**src/rtl/goertzel_tone_power_defines.svh**
```systemverilog
// Assertion macros shared by the goertzel_tone_power RTL.
`ifndef GOERTZEL_TONE_POWER_DEFINES_SVH
`define GOERTZEL_TONE_POWER_DEFINES_SVH

// Check that a condition implies a consequence in the same cycle.
`define GTP_ASSERT_SAME(name, ante, cons, msg) \
    name: assert property (@(posedge aclk) disable iff (!aresetn) (ante) |-> (cons)) \
        else $error(msg);

// Check that a condition implies a consequence in the following cycle.
`define GTP_ASSERT_NEXT(name, ante, cons, msg) \
    name: assert property (@(posedge aclk) disable iff (!aresetn) (ante) |=> (cons)) \
        else $error(msg);

`endif

```
**src/rtl/gtp_pkg.sv**
```systemverilog
// Types and constants shared by the Goertzel tone power detector.
package gtp_pkg;

    localparam int SAMPLE_W   = 10;
    localparam int TONE_W     = 2;
    localparam int COEF_W     = 16;
    localparam int BLEN_W     = 11;
    localparam int STATE_W    = 48;
    localparam int POWER_W    = 48;
    localparam int NUM_COEF   = 4;
    localparam int NUM_TONES  = 4;
    localparam int CFG_IDX_W  = 3;
    localparam int CFG_DATA_W = 16;

    localparam int MULT_W     = 48;
    localparam int CAND_W     = 64;
    localparam int ACC_W      = 66;
    localparam int STEP_W     = 6;
    localparam int REC_STEPS  = 16;
    localparam int POW_STEPS  = 48;
    localparam int FRAC_SHIFT = 14;
    localparam int IN_SHIFT   = 10;
    localparam int Q_SHIFT    = 2 * IN_SHIFT + FRAC_SHIFT;
    localparam int REM_W      = 7;

    localparam logic [REM_W:0] DIVISOR = 8'd100;

    localparam logic [CFG_IDX_W-1:0] REG_COEF_0    = 3'd0;
    localparam logic [CFG_IDX_W-1:0] REG_COEF_1    = 3'd1;
    localparam logic [CFG_IDX_W-1:0] REG_COEF_2    = 3'd2;
    localparam logic [CFG_IDX_W-1:0] REG_COEF_3    = 3'd3;
    localparam logic [CFG_IDX_W-1:0] REG_BLOCK_LEN = 3'd4;

    localparam logic signed [COEF_W-1:0] COEF_0_RESET = 16'sd32170;
    localparam logic signed [COEF_W-1:0] COEF_1_RESET = 16'sd14876;
    localparam logic signed [COEF_W-1:0] COEF_2_RESET = 16'sd9032;
    localparam logic signed [COEF_W-1:0] COEF_3_RESET = 16'sd3212;
    localparam logic [BLEN_W-1:0]        BLEN_RESET   = 11'd200;

    typedef enum logic [2:0] {
        ST_IDLE,
        ST_MUL_REC,
        ST_MUL_CS2,
        ST_MUL_POW,
        ST_DIV,
        ST_DONE
    } gtp_state_t;

    typedef struct packed {
        logic              start;
        logic [STEP_W-1:0] steps;
    } mac_ctrl_t;

    typedef struct packed {
        logic busy;
        logic done;
    } mac_stat_t;

endpackage

```
**src/rtl/gtp_serial_mac.sv**
```systemverilog
// Bit-serial dual shift-add multiply-accumulate unit, one multiplier bit per cycle.
module gtp_serial_mac
    import gtp_pkg::*;
(
    input  logic                     aclk,
    input  logic                     aresetn,
    input  mac_ctrl_t                ctrl,
    input  logic signed [MULT_W-1:0] mult_a,
    input  logic signed [CAND_W-1:0] cand_a,
    input  logic signed [MULT_W-1:0] mult_b,
    input  logic signed [CAND_W-1:0] cand_b,
    output mac_stat_t                stat,
    output logic signed [ACC_W-1:0]  prod_hi,
    output logic [MULT_W-1:0]        prod_lo
);

    logic signed [MULT_W-1:0] ma_reg, ma_next, mb_reg, mb_next;
    logic signed [CAND_W-1:0] ca_reg, ca_next, cb_reg, cb_next;
    logic signed [ACC_W-1:0]  hi_reg, hi_next;
    logic [MULT_W-1:0]        lo_reg, lo_next;
    logic [STEP_W-1:0]        cnt_reg, cnt_next;
    logic                     busy_reg, busy_next, done_reg, done_next;
    logic                     last_step;
    logic signed [ACC_W-1:0]  ca_ext, cb_ext, add_a, add_b, sum;

    always_comb begin
        ma_next   = ma_reg;
        mb_next   = mb_reg;
        ca_next   = ca_reg;
        cb_next   = cb_reg;
        hi_next   = hi_reg;
        lo_next   = lo_reg;
        cnt_next  = cnt_reg;
        busy_next = busy_reg;
        done_next = 1'b0;

        last_step = (cnt_reg == STEP_W'(1));
        ca_ext    = {{(ACC_W-CAND_W){ca_reg[CAND_W-1]}}, ca_reg};
        cb_ext    = {{(ACC_W-CAND_W){cb_reg[CAND_W-1]}}, cb_reg};
        add_a     = '0;
        add_b     = '0;
        if (ma_reg[0]) begin
            add_a = last_step ? -ca_ext : ca_ext;
        end
        if (mb_reg[0]) begin
            add_b = last_step ? -cb_ext : cb_ext;
        end
        sum = hi_reg + add_a + add_b;

        if (ctrl.start) begin
            ma_next   = mult_a;
            mb_next   = mult_b;
            ca_next   = cand_a;
            cb_next   = cand_b;
            hi_next   = '0;
            lo_next   = '0;
            cnt_next  = ctrl.steps;
            busy_next = 1'b1;
        end else if (busy_reg) begin
            ma_next  = ma_reg >>> 1;
            mb_next  = mb_reg >>> 1;
            hi_next  = sum >>> 1;
            lo_next  = {sum[0], lo_reg[MULT_W-1:1]};
            cnt_next = cnt_reg - STEP_W'(1);
            if (last_step) begin
                busy_next = 1'b0;
                done_next = 1'b1;
            end
        end
    end

    always_ff @(posedge aclk) begin
        if (!aresetn) begin
            busy_reg <= 1'b0;
            done_reg <= 1'b0;
            cnt_reg  <= '0;
        end else begin
            busy_reg <= busy_next;
            done_reg <= done_next;
            cnt_reg  <= cnt_next;
        end
    end

    always_ff @(posedge aclk) begin
        ma_reg <= ma_next;
        mb_reg <= mb_next;
        ca_reg <= ca_next;
        cb_reg <= cb_next;
        hi_reg <= hi_next;
        lo_reg <= lo_next;
    end

    assign stat.busy = busy_reg;
    assign stat.done = done_reg;
    assign prod_hi   = hi_reg;
    assign prod_lo   = lo_reg;

endmodule

```
**src/rtl/goertzel_tone_power.sv**
```systemverilog
// Goertzel single-bin tone power detector, top level with bit-serial datapath.
// Flow: a sample is accepted only in ST_IDLE, so each waits for the 16-step recurrence multiply
//   of the last; a closing sample adds the 16- and 48-step power multiplies and a 48-step divide
//   by 100 (skipped when the power clamps), then holds in ST_DONE until the output slot is free.
// Reset: synchronous active-low aresetn restores coefficients and block length to defaults
//   and clears filter state, sample count, latched tone and output valid.
`include "goertzel_tone_power_defines.svh"

module goertzel_tone_power
    import gtp_pkg::*;
#(
    parameter int MAX_BLOCK = 1024
) (
    input  logic                  aclk,
    input  logic                  aresetn,
    input  logic                  cfg_wr_en,
    input  logic [CFG_IDX_W-1:0]  cfg_index,
    input  logic [CFG_DATA_W-1:0] cfg_wdata,
    input  logic                  s_valid,
    output logic                  s_ready,
    input  logic [SAMPLE_W-1:0]   s_sample,
    input  logic [TONE_W-1:0]     s_tone_index,
    output logic                  m_valid,
    input  logic                  m_ready,
    output logic [POWER_W-1:0]    m_tone_power,
    output logic [TONE_W-1:0]     m_tone_used
);

    localparam int CNT_W   = $clog2(MAX_BLOCK + 1);
    localparam int REC_W   = STATE_W + 4;
    localparam int KEEP_LO = REC_STEPS - FRAC_SHIFT;
    localparam int QS_W    = ACC_W + MULT_W - Q_SHIFT;

    gtp_state_t state_reg, state_next;

    logic signed [COEF_W-1:0]  coef_reg [NUM_COEF];
    logic signed [COEF_W-1:0]  coef_next [NUM_COEF];
    logic [BLEN_W-1:0]         blen_reg, blen_next;
    logic signed [STATE_W-1:0] s1_reg, s1_next, s2_reg, s2_next;
    logic [CNT_W-1:0]          count_reg, count_next;
    logic [TONE_W-1:0]         tone_reg, tone_next;
    logic signed [COEF_W-1:0]  c_reg, c_next;
    logic signed [SAMPLE_W-1:0] x_reg, x_next;
    logic                      last_reg, last_next;
    logic [REM_W-1:0]          rem_reg, rem_next;
    logic [POWER_W-1:0]        quo_reg, quo_next;
    logic [STEP_W-1:0]         div_cnt_reg, div_cnt_next;
    logic                      m_valid_reg, m_valid_next;
    logic [POWER_W-1:0]        m_power_reg, m_power_next;
    logic [TONE_W-1:0]         m_tone_reg, m_tone_next;

    mac_ctrl_t                 mac_ctrl;
    mac_stat_t                 mac_stat;
    logic signed [MULT_W-1:0]  mac_mult_a, mac_mult_b;
    logic signed [CAND_W-1:0]  mac_cand_a, mac_cand_b;
    logic signed [ACC_W-1:0]   mac_hi;
    logic [MULT_W-1:0]         mac_lo;

    logic [TONE_W-1:0]         tone_pick, tone_sel;
    logic signed [COEF_W-1:0]  coef_sel;
    logic [CNT_W-1:0]          len_eff, count_inc;
    logic signed [SAMPLE_W-1:0] sample_x;
    logic [REC_W-1:0]          x_term, p14, s2_wide, rec_sum;
    logic [STATE_W-1:0]        rec_sat;
    logic [CAND_W-1:0]         cs2_prod, s1_scaled, s2_scaled, t_val;
    logic [QS_W-1:0]           qs;
    logic                      qs_neg, qs_over;
    logic [REM_W:0]            trial, diff;
    logic                      div_ge;

    gtp_serial_mac u_mac (
        .aclk    (aclk),
        .aresetn (aresetn),
        .ctrl    (mac_ctrl),
        .mult_a  (mac_mult_a),
        .cand_a  (mac_cand_a),
        .mult_b  (mac_mult_b),
        .cand_b  (mac_cand_b),
        .stat    (mac_stat),
        .prod_hi (mac_hi),
        .prod_lo (mac_lo)
    );

    always_comb begin
        tone_pick = (32'(s_tone_index) < NUM_TONES) ? s_tone_index : '0;
        tone_sel  = (count_reg == '0) ? tone_pick : tone_reg;
        coef_sel  = coef_reg[tone_sel];
        count_inc = count_reg + CNT_W'(1);
        if (blen_reg == '0) begin
            len_eff = CNT_W'(1);
        end else if (32'(blen_reg) > MAX_BLOCK) begin
            len_eff = CNT_W'(MAX_BLOCK);
        end else begin
            len_eff = CNT_W'(blen_reg);
        end

        // remove midscale offset
        sample_x = {~s_sample[SAMPLE_W-1], s_sample[SAMPLE_W-2:0]};

        x_term  = {{(REC_W-SAMPLE_W-IN_SHIFT){x_reg[SAMPLE_W-1]}}, x_reg, {IN_SHIFT{1'b0}}};
        p14     = {mac_hi[REC_W-KEEP_LO-1:0], mac_lo[MULT_W-1 -: KEEP_LO]};
        s2_wide = {{(REC_W-STATE_W){s2_reg[STATE_W-1]}}, s2_reg};
        rec_sum = x_term + p14 - s2_wide;
        if (rec_sum[REC_W-1:STATE_W-1] == '0 || rec_sum[REC_W-1:STATE_W-1] == '1) begin
            rec_sat = rec_sum[STATE_W-1:0];
        end else if (rec_sum[REC_W-1]) begin
            rec_sat = {1'b1, {(STATE_W-1){1'b0}}};
        end else begin
            rec_sat = {1'b0, {(STATE_W-1){1'b1}}};
        end

        cs2_prod  = {mac_hi[CAND_W-REC_STEPS-1:0], mac_lo[MULT_W-1 -: REC_STEPS]};
        s1_scaled = {{(CAND_W-STATE_W-FRAC_SHIFT){s1_reg[STATE_W-1]}}, s1_reg,
                     {FRAC_SHIFT{1'b0}}};
        s2_scaled = {{(CAND_W-STATE_W-FRAC_SHIFT){s2_reg[STATE_W-1]}}, s2_reg,
                     {FRAC_SHIFT{1'b0}}};
        t_val     = s1_scaled - cs2_prod;

        qs      = {mac_hi, mac_lo[MULT_W-1:Q_SHIFT]};
        qs_neg  = mac_hi[ACC_W-1];
        qs_over = (qs[QS_W-1:POWER_W+REM_W] != '0)
                  || ({1'b0, qs[POWER_W+REM_W-1:POWER_W]} >= DIVISOR);

        trial  = {rem_reg, quo_reg[POWER_W-1]};
        div_ge = (trial >= DIVISOR);
        diff   = trial - DIVISOR;
    end

    always_comb begin
        state_next   = state_reg;
        coef_next    = coef_reg;
        blen_next    = blen_reg;
        s1_next      = s1_reg;
        s2_next      = s2_reg;
        count_next   = count_reg;
        tone_next    = tone_reg;
        c_next       = c_reg;
        x_next       = x_reg;
        last_next    = last_reg;
        rem_next     = rem_reg;
        quo_next     = quo_reg;
        div_cnt_next = div_cnt_reg;
        m_valid_next = m_valid_reg && !m_ready;
        m_power_next = m_power_reg;
        m_tone_next  = m_tone_reg;
        s_ready      = 1'b0;
        mac_ctrl     = '{start: 1'b0, steps: STEP_W'(REC_STEPS)};
        mac_mult_a   = '0;
        mac_cand_a   = '0;
        mac_mult_b   = '0;
        mac_cand_b   = '0;

        if (cfg_wr_en) begin
            case (cfg_index)
                REG_COEF_0: begin
                    coef_next[0] = $signed(cfg_wdata);
                end
                REG_COEF_1: begin
                    coef_next[1] = $signed(cfg_wdata);
                end
                REG_COEF_2: begin
                    coef_next[2] = $signed(cfg_wdata);
                end
                REG_COEF_3: begin
                    coef_next[3] = $signed(cfg_wdata);
                end
                REG_BLOCK_LEN: begin
                    blen_next = cfg_wdata[BLEN_W-1:0];
                end
                default: begin
                end
            endcase
        end

        case (state_reg)
            ST_IDLE: begin
                s_ready    = 1'b1;
                mac_mult_a = {{(MULT_W-COEF_W){coef_sel[COEF_W-1]}}, coef_sel};
                mac_cand_a = {{(CAND_W-STATE_W){s1_reg[STATE_W-1]}}, s1_reg};
                if (s_valid) begin
                    mac_ctrl.start = 1'b1;
                    tone_next      = tone_sel;
                    c_next         = coef_sel;
                    x_next         = sample_x;
                    count_next     = count_inc;
                    last_next      = (count_inc >= len_eff);
                    state_next     = ST_MUL_REC;
                end
            end
            ST_MUL_REC: begin
                mac_mult_a = {{(MULT_W-COEF_W){c_reg[COEF_W-1]}}, c_reg};
                mac_cand_a = {{(CAND_W-STATE_W){s1_reg[STATE_W-1]}}, s1_reg};
                if (mac_stat.done) begin
                    s2_next = s1_reg;
                    s1_next = rec_sat;
                    if (last_reg) begin
                        mac_ctrl.start = 1'b1;
                        state_next     = ST_MUL_CS2;
                    end else begin
                        state_next = ST_IDLE;
                    end
                end
            end
            ST_MUL_CS2: begin
                mac_ctrl.steps = STEP_W'(POW_STEPS);
                mac_mult_a     = s1_reg;
                mac_cand_a     = t_val;
                mac_mult_b     = s2_reg;
                mac_cand_b     = s2_scaled;
                if (mac_stat.done) begin
                    mac_ctrl.start = 1'b1;
                    state_next     = ST_MUL_POW;
                end
            end
            ST_MUL_POW: begin
                if (mac_stat.done) begin
                    if (qs_neg) begin
                        quo_next   = '0;
                        state_next = ST_DONE;
                    end else if (qs_over) begin
                        quo_next   = '1;
                        state_next = ST_DONE;
                    end else begin
                        rem_next     = qs[POWER_W+REM_W-1:POWER_W];
                        quo_next     = qs[POWER_W-1:0];
                        div_cnt_next = STEP_W'(POWER_W);
                        state_next   = ST_DIV;
                    end
                end
            end
            ST_DIV: begin
                rem_next     = div_ge ? diff[REM_W-1:0] : trial[REM_W-1:0];
                quo_next     = {quo_reg[POWER_W-2:0], div_ge};
                div_cnt_next = div_cnt_reg - STEP_W'(1);
                if (div_cnt_reg == STEP_W'(1)) begin
                    state_next = ST_DONE;
                end
            end
            ST_DONE: begin
                if (!m_valid_reg || m_ready) begin
                    m_valid_next = 1'b1;
                    m_power_next = quo_reg;
                    m_tone_next  = tone_reg;
                    s1_next      = '0;
                    s2_next      = '0;
                    count_next   = '0;
                    state_next   = ST_IDLE;
                end
            end
            default: begin
                state_next = ST_IDLE;
            end
        endcase
    end

    always_ff @(posedge aclk) begin
        if (!aresetn) begin
            state_reg   <= ST_IDLE;
            coef_reg[0] <= COEF_0_RESET;
            coef_reg[1] <= COEF_1_RESET;
            coef_reg[2] <= COEF_2_RESET;
            coef_reg[3] <= COEF_3_RESET;
            blen_reg    <= BLEN_RESET;
            s1_reg      <= '0;
            s2_reg      <= '0;
            count_reg   <= '0;
            tone_reg    <= '0;
            last_reg    <= 1'b0;
            div_cnt_reg <= '0;
            m_valid_reg <= 1'b0;
        end else begin
            state_reg   <= state_next;
            coef_reg    <= coef_next;
            blen_reg    <= blen_next;
            s1_reg      <= s1_next;
            s2_reg      <= s2_next;
            count_reg   <= count_next;
            tone_reg    <= tone_next;
            last_reg    <= last_next;
            div_cnt_reg <= div_cnt_next;
            m_valid_reg <= m_valid_next;
        end
    end

    always_ff @(posedge aclk) begin
        c_reg       <= c_next;
        x_reg       <= x_next;
        rem_reg     <= rem_next;
        quo_reg     <= quo_next;
        m_power_reg <= m_power_next;
        m_tone_reg  <= m_tone_next;
    end

    assign m_valid      = m_valid_reg;
    assign m_tone_power = m_power_reg;
    assign m_tone_used  = m_tone_reg;

    `GTP_ASSERT_SAME(a_mac_in_mul_state, mac_stat.busy || mac_stat.done, state_reg == ST_MUL_REC || state_reg == ST_MUL_CS2 || state_reg == ST_MUL_POW, "multiplier active outside a multiply state")
    `GTP_ASSERT_NEXT(a_accept_starts_mac, s_valid && s_ready, state_reg == ST_MUL_REC && mac_stat.busy, "sample transaction did not start the recurrence multiply")
    `GTP_ASSERT_SAME(a_rem_below_divisor, state_reg == ST_DIV, {1'b0, rem_reg} < DIVISOR, "divider remainder reached the divisor")
    `GTP_ASSERT_SAME(a_count_in_block, state_reg == ST_IDLE, 32'(count_reg) < MAX_BLOCK, "sample count reached the block limit while idle")

endmodule

```
**config.mk**
```make
export PLATFORM = sky130hd
export DESIGN_NAME = goertzel_tone_power
export DESIGN_NICKNAME = d
export VERILOG_FILES = /design/src/rtl/gtp_pkg.sv /design/src/rtl/gtp_serial_mac.sv /design/src/rtl/goertzel_tone_power.sv
export VERILOG_INCLUDE_DIRS = /design/src /design/src/rtl
export SDC_FILE = /design/constraint.sdc
export NUM_CORES = 2
export LEC_CHECK = 0
export BUFFER_PORTS_ARGS = -buffer_cell sky130_fd_sc_hd__clkbuf_2
export CAP_MARGIN = 10
export CORE_MARGIN = 4
export CORE_UTILIZATION = 30
export DETAILED_ROUTE_END_ITERATION = 10
export SETUP_SLACK_MARGIN = 0.15
export SYNTH_ARGS = -nofsm -noshare
export SYNTH_HDL_FRONTEND = slang
export SYNTH_SLANG_ARGS = --single-unit
```
**constraint.sdc**
```tcl
create_clock -name aclk -period 15.9 [get_ports aclk]
set_input_delay 3.18 -clock aclk [delete_from_list [all_inputs] [get_ports aclk]]
set_output_delay 3.18 -clock aclk [all_outputs]
set_load 0.05 [all_outputs]
```
Yosys cells after proc, flatten, opt, wreduce, memory -nomap -nowiden
Cells that the tools add are included.
{"block": "totals", "inputBits": 36, "reg_bits": 669, "out_inout_bits": 52}
{"block": "op_classes", "bitwise_logic": 4, "n_lt_le_gt_ge": 5, "n_addsub": 11, "n_mux": 65, "n_eq_ne": 20, "n_reduce_logical": 30}
{"op": "two-way mux 48 bit", "n": 11}
{"op": "one-hot mux 48 bit (2 select lines)", "n": 3}
{"op": "two-way mux 66 bit", "n": 4}
{"op": "one-hot mux 48 bit (3 select lines)", "n": 1}
{"op": "one-hot mux 64 bit (2 select lines)", "n": 1}
{"op": "two-way mux 47 bit", "n": 2}
{"op": "adder 65 x 66 -> 66 bit", "n": 1}
{"op": "adder 66 bit", "n": 1}
{"op": "negation 62 -> 66 bit", "n": 1}
{"op": "negation 64 -> 66 bit", "n": 1}
{"op": "subtractor 64 bit", "n": 1}
{"op": "adder 52 bit", "n": 1}
{"op": "subtractor 52 bit", "n": 1}
{"op": "two-way mux 11 bit", "n": 4}
{"op": "two-way mux 6 bit", "n": 6}
{"op": "binary-select mux 16 bit (select 2 bit)", "n": 1}
{"op": "two-way mux 16 bit", "n": 2}
{"op": "two-way mux 7 bit", "n": 4}
{"op": "nonzero test 25 bit", "n": 1}
{"op": "zero test 11 bit", "n": 2}
{"op": "one-hot mux 11 bit (2 select lines)", "n": 1}
{"op": "two-way mux 3 bit", "n": 6}
{"op": "one-hot mux 3 bit (6 select lines)", "n": 1}
{"op": "AND reduction 2 bit", "n": 8}
{"op": "other kinds (33)", "n": 70}

Longest topological paths before layout
{"block": "depth", "word_depth": 8, "ltp_mapped": 30, "mapped_depth_nobuf": 29}

Modules after synthesis
A second synthesis with hierarchy kept.
{"block": "unflattened", "cells_unflattened": 4806, "hier_area_um2": 43514.2}
{"module": "goertzel_tone_power", "seq_area_each_um2": 7837.5, "n_inst": 1, "cells_each": 2763, "area_per_inst_um2": 22435.3}
{"module": "gtp_serial_mac", "seq_area_each_um2": 9148.8, "n_inst": 1, "cells_each": 2043, "area_per_inst_um2": 21079.0}

Worst setup path after synthesis
OpenSTA, ideal clock, no wires.
{"block": "synth_path", "path_kind": "input -> register", "from": "in s_valid", "to": "reg u_mac.ca_reg[0] (enable)", "arrival_ps": 7344, "setup_slack_ps": 8033, "setup_ps": 523, "n_path_buf": 3, "required_ps": 15377, "stages": 7, "path_cell_list": "mux2i_1 > o22ai_1 > nand2b_1 > clkbuf_1 > inv_2 > clkbuf_1 > clkbuf_1"}
{"element": "from (decl)", "line_no": "goertzel_tone_power.sv:19", "source": "input logic s_valid,"}
{"element": "to (signal assigned)", "line_no": "gtp_serial_mac.sv:87", "source": "ca_reg <= ca_next;"}
{"element": "to (decl)", "line_no": "gtp_serial_mac.sv:18", "source": "logic signed [CAND_W-1:0] ca_reg, ca_next, cb_reg, cb_next;"}

Final worst setup path
{"block": "layout_path", "from": "reg u_mac.ca_reg[5]", "to": "reg u_mac.hi_reg[58] (netlist: u_mac.prod_hi[58])"}
{"block": "layout_via", "elab_chain_len": 5}
{"element": "negation 64 -> 66 bit", "line_no": "gtp_serial_mac.sv:43", "source": "add_a = last_step ? -ca_ext : ca_ext;"}
{"element": "two-way mux 66 bit *", "line_no": "gtp_serial_mac.sv:43"}
{"element": "two-way mux 66 bit *", "line_no": "gtp_serial_mac.sv:42", "source": "if (ma_reg[0]) begin"}
{"element": "adder 65 x 66 -> 66 bit *", "line_no": "gtp_serial_mac.sv:48", "source": "sum = hi_reg + add_a + add_b;"}
{"element": "adder 66 bit *", "line_no": "gtp_serial_mac.sv:48"}
{"element": "to (signal assigned)", "line_no": "gtp_serial_mac.sv:89", "source": "hi_reg <= hi_next;"}
{"element": "to (decl)", "line_no": "gtp_serial_mac.sv:19", "source": "logic signed [ACC_W-1:0] hi_reg, hi_next;"}
Mark *: on every way between the ends. The rest lies on a longest branch, timed or not.
A chain may end at the register's enable or synchronous reset.

==> flow_summary.ini <==
[global_route]
antenna_found_initial = 1
met1_usage = 0.219
grt_usage = 0.155
grt_pass1_vias = 30246
use_met3 = 0.0185
busiest_layer = met2
grt_max_degree = 85
grt_use_met2 = 0.251
overflow = 0
grt_pass1_wl_um = 175000

[timing]
worstMarginPinSlew_ns = 1.17
rsz0062_at_grt = false
hold_viol_final = 0
min_period_ns = 6.79
slew_viol_final = 0
tns_ns = 0
setup_viol = 0
fin_ws_ns = 9.11
hold_ws_ns = 0.446
worst_clock_skew_ns = 0.0379
period_share = 0.427
fmax_mhz = 147
slew_headroom = 0.221

[logic_synthesis]
yosysWarnings = 0
synthCells = 4414
synthSimpleGateAreaFrac = 0.151
synth-seq-cells = 623
avgSynthCellArea_sq_um = 9.07
synth_edf_count = 339
synthXorXnorAreaFrac = 0.0637
async_flop_share = 0
synth.area.mux_share = 0.0428
synth_fp_nets = 4754
synth_top_family_by_area = compound AO/OA/AOI/OAI gates
synth_compound_area_frac = 0.180
netlist_area_sq_um = 40000
ys_types = 87
synth-seq-area-share = 0.396
ys.flop_type = edfxtp_1
synth_fa_ha_area_frac = 0.113

[final_layout]
syn_to_final_growth_pct = 11.4
nets = 4722
largest_reg_flops = 65
drive_above_1_share = 0.0800
fin_cells = 6193
nFillCells = 13539

[worst_setup_path]
cp.arrival_ns = 7.27
required_ns = 16.38
reg2reg_depth = 24
critPathMaxFanout = 8
worst-setup-path-type = reg2reg
setup.worst_path.end_class = flip-flop
startpoint_type = flip-flop

[placed_design]
dp_slack_ns = 9.16
hpwl_um = 84500
dp.cells = 6065
io_buffers = 87
place.gp.congestion = 0.879

[job]
cap_violations = 0

[floorplan]
rows = 133
die-area_sq_um = 139000
core_area_sq_um = 132000
io_pins = 88
die_w_um = 373
initial_core_util = 0.303
die_h_um = 373

[detailed_routing]
ant_nets = 0
avgViaCountPerCell = 5.02
drcViolationCount = 0
wire_per_inst_um = 17.9
dr.pass1.iters = 6
first_iter_violations = 2202
wirelength_um = 111000
num_vias = 31071

[clock_tree]
insertion_delay_ns = 0.66
cts_hold_buf = 0
cts.htree.levels = 3
root_buffer = clkbuf_16
cts.sink_count = 623
cts_buffer_depth = 3
clkTransAtPathRegs_ns = 0.06
cts_tree = built
postCtsSetupRepairBufs = 0
cts_resized = 0
cts_buffers = 70

[worst_hold_path]
worst_hold_path_type = reg2reg
min_delay_path_depth = 0

[outcome]
status = completed

[pwr]
peakVddDrop_mv = 0.111
p_leak_nw = 18.2
p_total_w = 0.00742
power.density_nw_per_um2 = 167
[report_power, final]
| group | switching [W] | internal [W] | leakage, nW | total (W) |
|---|---|---|---|---|
| Sequential | 0.000145 | 0.00199 | 5.58 | 0.00213 |
| Combinational | 0.00227 | 0.00136 | 11.5 | 0.00363 |
| Clock | 0.000710 | 0.000951 | 1.14 | 0.00166 |
| Total | 0.00312 | 0.00430 | 18.2 | 0.00742 |
[layer usage]
metal	vias to the layer above	part of all wire
met2	727	0.45
li1	15371	-
met5	-	0
met1	14841	0.48
met3	132	0.045
met4	0	0.023
[critical path: stages (launching register included)]
cell and delay (ns):
edfxtp_1 0.43, or3_1 0.40, or3_1 0.37, or3_1 0.48, or3b_1 0.47, or3_1 0.42
nor2_1 0.21, nand3_1 0.20, or3_1 0.54, o21ai_1 0.19, xnor2_1 0.13, nand2_1 0.10
fa_1 0.52, inv_1 0.04, ha_1 0.34, and2_1 0.20, nor3b_1 0.16, nand2_1 0.08
nor3_1 0.05, a31oi_1 0.15, o31ai_1 0.11, o31ai_1 0.58, o21bai_1 0.18, xnor2_1 0.17
o22ai_1 0.08
[cell type report]
class / count / area [sq um] / area share
timing repair buffer: 126 / 731 / 0.0164
antenna: 1 / 2.50 / 0.0000561
clock inverter: 31 / 412 / 0.00924
tap: 1755 / 2200 / 0.0493
sequential: 623 / 15900 / 0.356
clock buffer: 96 / 1970 / 0.0441
inverter: 326 / 1230 / 0.0277
multi-input combinational: 3235 / 22200 / 0.497
[final timing paths]
path / from / endpoint / slack [ns]
max reg2reg: u_mac.ca_reg[5] / u_mac.prod_hi[58] / 9.11
max: u_mac.ca_reg[5] / u_mac.prod_hi[58] / 9.11
min reg2reg: quo_reg[44] / m_tone_power[44] / 0.45
min: quo_reg[44] / m_tone_power[44] / 0.45
[per-stage QoR]
step	util	area, sq um
final	0.338	44600
after global routing	0.338	44600
after CTS	0.338	44600
after detailed placement	0.320	42200
after global placement	0.320	42200
after floorplan	-	40000
[Yosys cell counts, drive strengths merged (8+ instances only)]
cell / n / area [sq um]
a31oi: 27 / 169
a211oi: 11 / 82.6
and2: 30 / 188
mux2i: 79 / 791
o31ai: 27 / 230
o21ai: 348 / 1760
o211ai: 11 / 82.6
nand3: 129 / 646
o21bai: 23 / 173
nor4: 25 / 163
a22oi: 10 / 80.1
a21o: 119 / 893
and3: 61 / 382
xor2: 122 / 1070
mux2: 50 / 563
nor3: 48 / 255
nor2b: 38 / 238
o21a: 23 / 173
a211o: 8 / 70.1
ha: 210 / 2630
clkbuf: 209 / 785
fa: 94 / 1880
edfxtp: 339 / 10200
nand2: 588 / 2210
a21boi: 156 / 1170
nand2b: 38 / 238
mux4: 16 / 360
nand4: 30 / 188
or4: 12 / 97.6
inv: 323 / 1210
dfxtp: 284 / 5690
or2: 10 / 62.6
buf: 21 / 92.6
xnor2: 169 / 1480
or3: 23 / 144
a21oi: 322 / 1620
and4: 8 / 70.1
o22ai: 20 / 125
nor2: 267 / 1000
[placed cells by master, fill, tap and decap left out, drive strengths merged, types with 30 or more instances in the layout]
cell type / netlist / layout
a21boi: 156 / 156
a21oi: 322 / 322
and3: 61 / 61
ha: 210 / 210
nand2b: 38 / 38
and2: 30 / 30
xnor2: 169 / 169
nor2: 267 / 267
buf: 21 / 40
inv: 323 / 327
fa: 94 / 94
nand4: 30 / 30
nand2: 588 / 588
a21o: 119 / 119
nor2b: 38 / 38
dfxtp: 284 / 284
clkbuf: 209 / 182
mux2: 50 / 50
mux2i: 79 / 79
edfxtp: 339 / 339
o21ai: 348 / 348
nand3: 129 / 129
xor2: 122 / 122
nor3: 48 / 48
[cells by family (layout without fill, tap and decap cells)]
logic type | after synthesis | count (layout)
fa+ha+maj | 304 | 304
simple gates | 1328 | 1328
compound gates | 1167 | 1167
other cells | 0 | 1
buf+inv | 556 | 579
flops | 623 | 623
xor+xnor | 291 | 291
mux | 145 | 145
Note: power is estimated with default switching activity, not from simulation.
